[src/hdl/cbsm_ram.sv]
`timescale 1ns / 1ps

module cbsm_ram #(
	parameter int WIDTH = 8,
	parameter int DEPTH = 256
) (
	input  logic                     clk,
	input  logic                     we,
	input  logic [$clog2(DEPTH)-1:0] waddr,
	input  logic [WIDTH-1:0]         wdata,
	input  logic                     re,
	input  logic [$clog2(DEPTH)-1:0] raddr,
	output logic [WIDTH-1:0]         rdata
);
	logic [WIDTH-1:0] mem [DEPTH];

	always_ff @(posedge clk) begin
		if (we) begin
			mem[waddr] <= wdata;
		end
		if (re) begin
			rdata <= mem[raddr];
		end
	end
endmodule

[config.mk]
export PLATFORM = sky130hd
export DESIGN_NAME = cbsm_ram
export DESIGN_NICKNAME = d
export VERILOG_FILES = /design/src/hdl/cbsm_ram.sv
export SDC_FILE = /design/constraint.sdc
export NUM_CORES = 2
export LEC_CHECK = 0
export BUFFER_PORTS_ARGS = -buffer_cell sky130_fd_sc_hd__buf_2
export CAP_MARGIN = 25
export CORE_MARGIN = 2
export CORE_UTILIZATION = 45
export CTS_CLUSTER_SIZE = 12
export DETAILED_ROUTE_END_ITERATION = 12
export SLEW_MARGIN = 10
export SYNTH_ARGS = -nofsm -noshare
export SYNTH_HDL_FRONTEND = slang
export SYNTH_SLANG_ARGS = --single-unit
[constraint.sdc]
create_clock -name clk -period 6.4 [get_ports clk]
set_input_delay 0.96 -clock clk [delete_from_list [all_inputs] [get_ports clk]]
set_output_delay 0.96 -clock clk [all_outputs]
set_load 0.05 [all_outputs]
# After elaboration in Yosys (flattened, before gate mapping)
# Memory sizes are Yosys's and may differ from the RTL's. A register that Yosys moved wholly into a read port is not among the register bits.
# Cells that the tools add are included.
# word_totals
latchBits	0
ramBits	2048
regBits	0
n_memories	1
output_inout_bits	8
mem_bits_ro	0
# classes
mul	0
eq_ne	0
bitwise	0
n_addsub	0
n_reduce_logical	0
order_cmp	0
div	0
shift	0
mux	2
# memory_table
memory	words	word_bits	rd	rd_clocked_by_memory_dff	wr	line	rtl
mem	256	8	1	1	1	15	logic [WIDTH-1:0] mem [DEPTH];
# ops
cell	count
2-to-1 mux 1 bit	2

# Logic depth before layout (Yosys ltp)
# depth
depth_word	2
depth_mapped	11
mapped_depth_nobuf	6

# Least setup slack after synthesis
# No wires, ideal clock.
# synth_timing
kind	input-to-reg
from	input raddr[0]
to	register rdata[2], read port of mem (data pin)
stages	9
path_slack_ps	3364
t_arrival_ps	2767
path_buffers	4
cell_sequence	buf_6 buf_12 buf_8 buf_2 mux4_2 a22oi_1 a21oi_1 nor4_1 nor4_2
# synth_lines
item	line	rtl
start, declared	12	input logic [$clog2(DEPTH)-1:0] raddr,
end, declared	13	output logic [WIDTH-1:0] rdata

==> results.toml <==
[status]
status = "completed"

[routing]
wl_per_cell_um = 31.10
first_pass_iters = 5
via_per_inst = 6.054
vias = 38348
drt_first_iter_violations = 4388
wirelength_mm = 197.0
postRouteAntennaNets = 0
drc = 0

[clock_network]
clock_latency_ns = 0.83
clockBufferDepth = 3
path_clk_slew_ns = 0.06
cts_hold_buf = 0
numCtsBuffers = 205
htreeDepth = 4
clock_sinks = 2056
ctsResizeCount = 0
cts_root_buffer = "clkbuf_16"
cts_tree = "yes"
cts_setup_buffers = 0

[yosys]
synthesis.area_mm2 = 0.07964
synth-seq-area-share = 0.7753
ys.flop_type = "edfxtp_1"
synth-edff-count = 2056
synthesis.yosys.warnings = 0
async_reset_ff_frac = 0
synth_nets = 3760
synth-seq-cells = 2056
syn_area_per_cell_um2 = 21.33
synthCells = 3733
synth.distinct_cells = 54

[power]
peakVddDrop_mv = 0.2728
power_frac_seq = 0.548
switching_power_mw = 5.802
p_clk_frac = 0.402
leakagePower_nw = 26.95
p_int_mw = 21.33
power_frac_comb = 0.050
swShare = 0.2139
powerDensity_mw_per_mm2 = 306.5

[setup_path]
cp_data_arrival_time_ns = 4.53
critPathMaxFanout = 56
cp.required_ns = 6.93
critical_path_class = "input port to register"
rrSetupSlack_ns = 3.41
crit_path_top_delay_cell = "buf_4"
critical_path.cell_chain = "buf_8 > buf_4 > mux4_2 > a22o_1 > a221oi_1 > o32ai_1 > nor3_1 > nor4_1"
startpoint_type = "input port"
slowest_delay_ns = 0.72
end_kind = "register"

[timing]
tightest_slew_ns = 1.166
drv_slew = 0
finalSetupTns_ns = 0
fin_skew_ns = 0.03446
fmax_ghz = 0.2500
setup_viol = 0
rsz0062_at_grt = "false"
finalCritPeriodShare = 0.6249
final_hold_viol_count = 0
slew_headroom = 0.2226
layout_min_cycle_time_ns = 4.000

[grt]
grt_pass1_wl_mm = 284.3
grt_antenna_before_repair = 10
grt_max_degree = 167
grt-ovfl-total = 0
grt_usage = 0.2199
grt_pass1_vias = 38890

[place]
gp_congestion = 0.8264
port_buffers = 34
dpl_cell_area_mm2 = 0.08252
hpwl_mm = 118.9

[layout]
layout-drive-gt1-share = 0.2151
num-fill-cells = 13886
fin_util = 0.5031
layout_common_cells = "edfxtp_1, mux4_2, nor2_1"
final_common_cell = "edfxtp_1"
fin_nets = 3882
finish.instance_area_mm2 = 0.08851
area_growth_pct = 11.15

[floorplan]
die_h_um = 424.7
dieArea_mm2 = 0.1803
io_pins = 35
initial_core_util = 0.4527
num_rows = 154
die_x_um = 424.7
core_area_mm2 = 0.1759

[hold_path]
hold_class = "input port to register"

[job]
drv_cap = 0
## critical path, delay by kind of cell
kind / cells / cell delay, ns
buffers and inverters: 2 / 1.14
and+or+nand+nor: 2 / 0.79
AOI/OAI and AO/OA: 3 / 1.08
muxes: 1 / 0.41
## Yosys cell counts (all sizes together) (2+ instances only)
cell | instances | share of area
a211oi | 16 | 0.0015
a22oi | 133 | 0.013
a21oi | 96 | 0.0060
o21ai | 12 | 0.00075
o211ai | 10 | 0.00094
o22a | 5 | 0.00055
nand3 | 34 | 0.0021
nand4 | 10 | 0.00079
o221ai | 47 | 0.0052
a22o | 8 | 0.00088
nor3 | 22 | 0.0014
edfxtp | 2056 | 0.78
a311oi | 2 | 0.00022
nor2 | 282 | 0.013
o32ai | 5 | 0.00064
buf | 122 | 0.013
and3b | 2 | 0.00022
mux2i | 134 | 0.017
a2111oi | 5 | 0.00066
nand2b | 8 | 0.00063
or2 | 4 | 0.00031
nor4 | 27 | 0.0024
nand2 | 33 | 0.0016
a221oi | 14 | 0.0016
mux4 | 456 | 0.13
nor2b | 31 | 0.0024
clkbuf | 111 | 0.0052
a31oi | 2 | 0.00016
o22ai | 28 | 0.0022
nand3b | 2 | 0.00019
and2 | 6 | 0.00047
## path summary, 6_finish.rpt
kind / startpoint / endpoint / cells past startpoint
setup / recovery: raddr[1] / rdata[3] / 8
hold / removal: wdata[7] / mem[9][7] / 1
setup reg to reg: mem[211][3] / rdata[3] / 6
hold reg to reg: mem[33][5] / rdata[5] / 6
## through the flow
step / power, mW / setup WS (ns) / cells / hold slack, ns
6_report: 27.13 / 2.400 / 6334 / 0.5972
5_1_grt: 27.87 / 2.399 / 6331 / 0.5605
3_3_place_gp: 16.49 / 1.211 / 5975 / 1.133
2_1_floorplan: 15.89 / 3.364 / 3733 / 0.8642
3_5_place_dp: 16.51 / 1.606 / 5983 / 1.142
4_1_cts: 27.32 / 2.484 / 6323 / 0.5389
## registers in the layout (all words and copies together), names as in the netlist
| signal | count |
|---|---|
| rdata | 8 |
| mem | 2048 |
## cell type report
class / count / area [um^2] / area share
flip-flops and latches: 2056 / 61740 / 0.6975
multi-input cells: 1442 / 16520 / 0.1866
clock buffers: 272 / 5424 / 0.06128
well taps: 2340 / 2928 / 0.03308
repair buffers: 148 / 1384 / 0.01563
clock inverters: 68 / 498.0 / 0.005626
diodes: 6 / 15.01 / 0.0001696
inverters: 2 / 7.507 / 0.00008481
## logic make-up after synthesis
kind of cell           count (synthesis)  share of synthesized area
AOI/OAI and AO/OA                    385                    0.03416
buffers and inverters                235                    0.01829
DFF                                 2056                     0.7753
muxes                                591                     0.1460
and+or+nand+nor                      466                    0.02625
## power groups by stage
| stage | Clock, mW | Combinational, mW | Sequential, mW |
|---|---|---|---|
| after detailed placement | 0 | 1.35 | 15.2 |
| final | 10.9 | 1.34 | 14.9 |
| after global routing | 11.6 | 1.42 | 14.9 |
| after floorplan | 0 | 0.721 | 15.2 |
| after global placement | 0 | 1.33 | 15.2 |
| after CTS | 11.1 | 1.35 | 14.9 |
## metal layers
layer | share of wire | track usage | vias to the layer above | routed length, um
met1 | 0.41 | 0.3142 | 20636 | 81590
met2 | 0.48 | 0.3471 | 1490 | 95290
li1 | - | - | 15938 | -
met5 | 0 | 0 | - | 0
met3 | 0.075 | 0.04027 | 284 | 14780
met4 | 0.027 | 0.06601 | 0 | 5336
(Power assumes the default switching activity.)
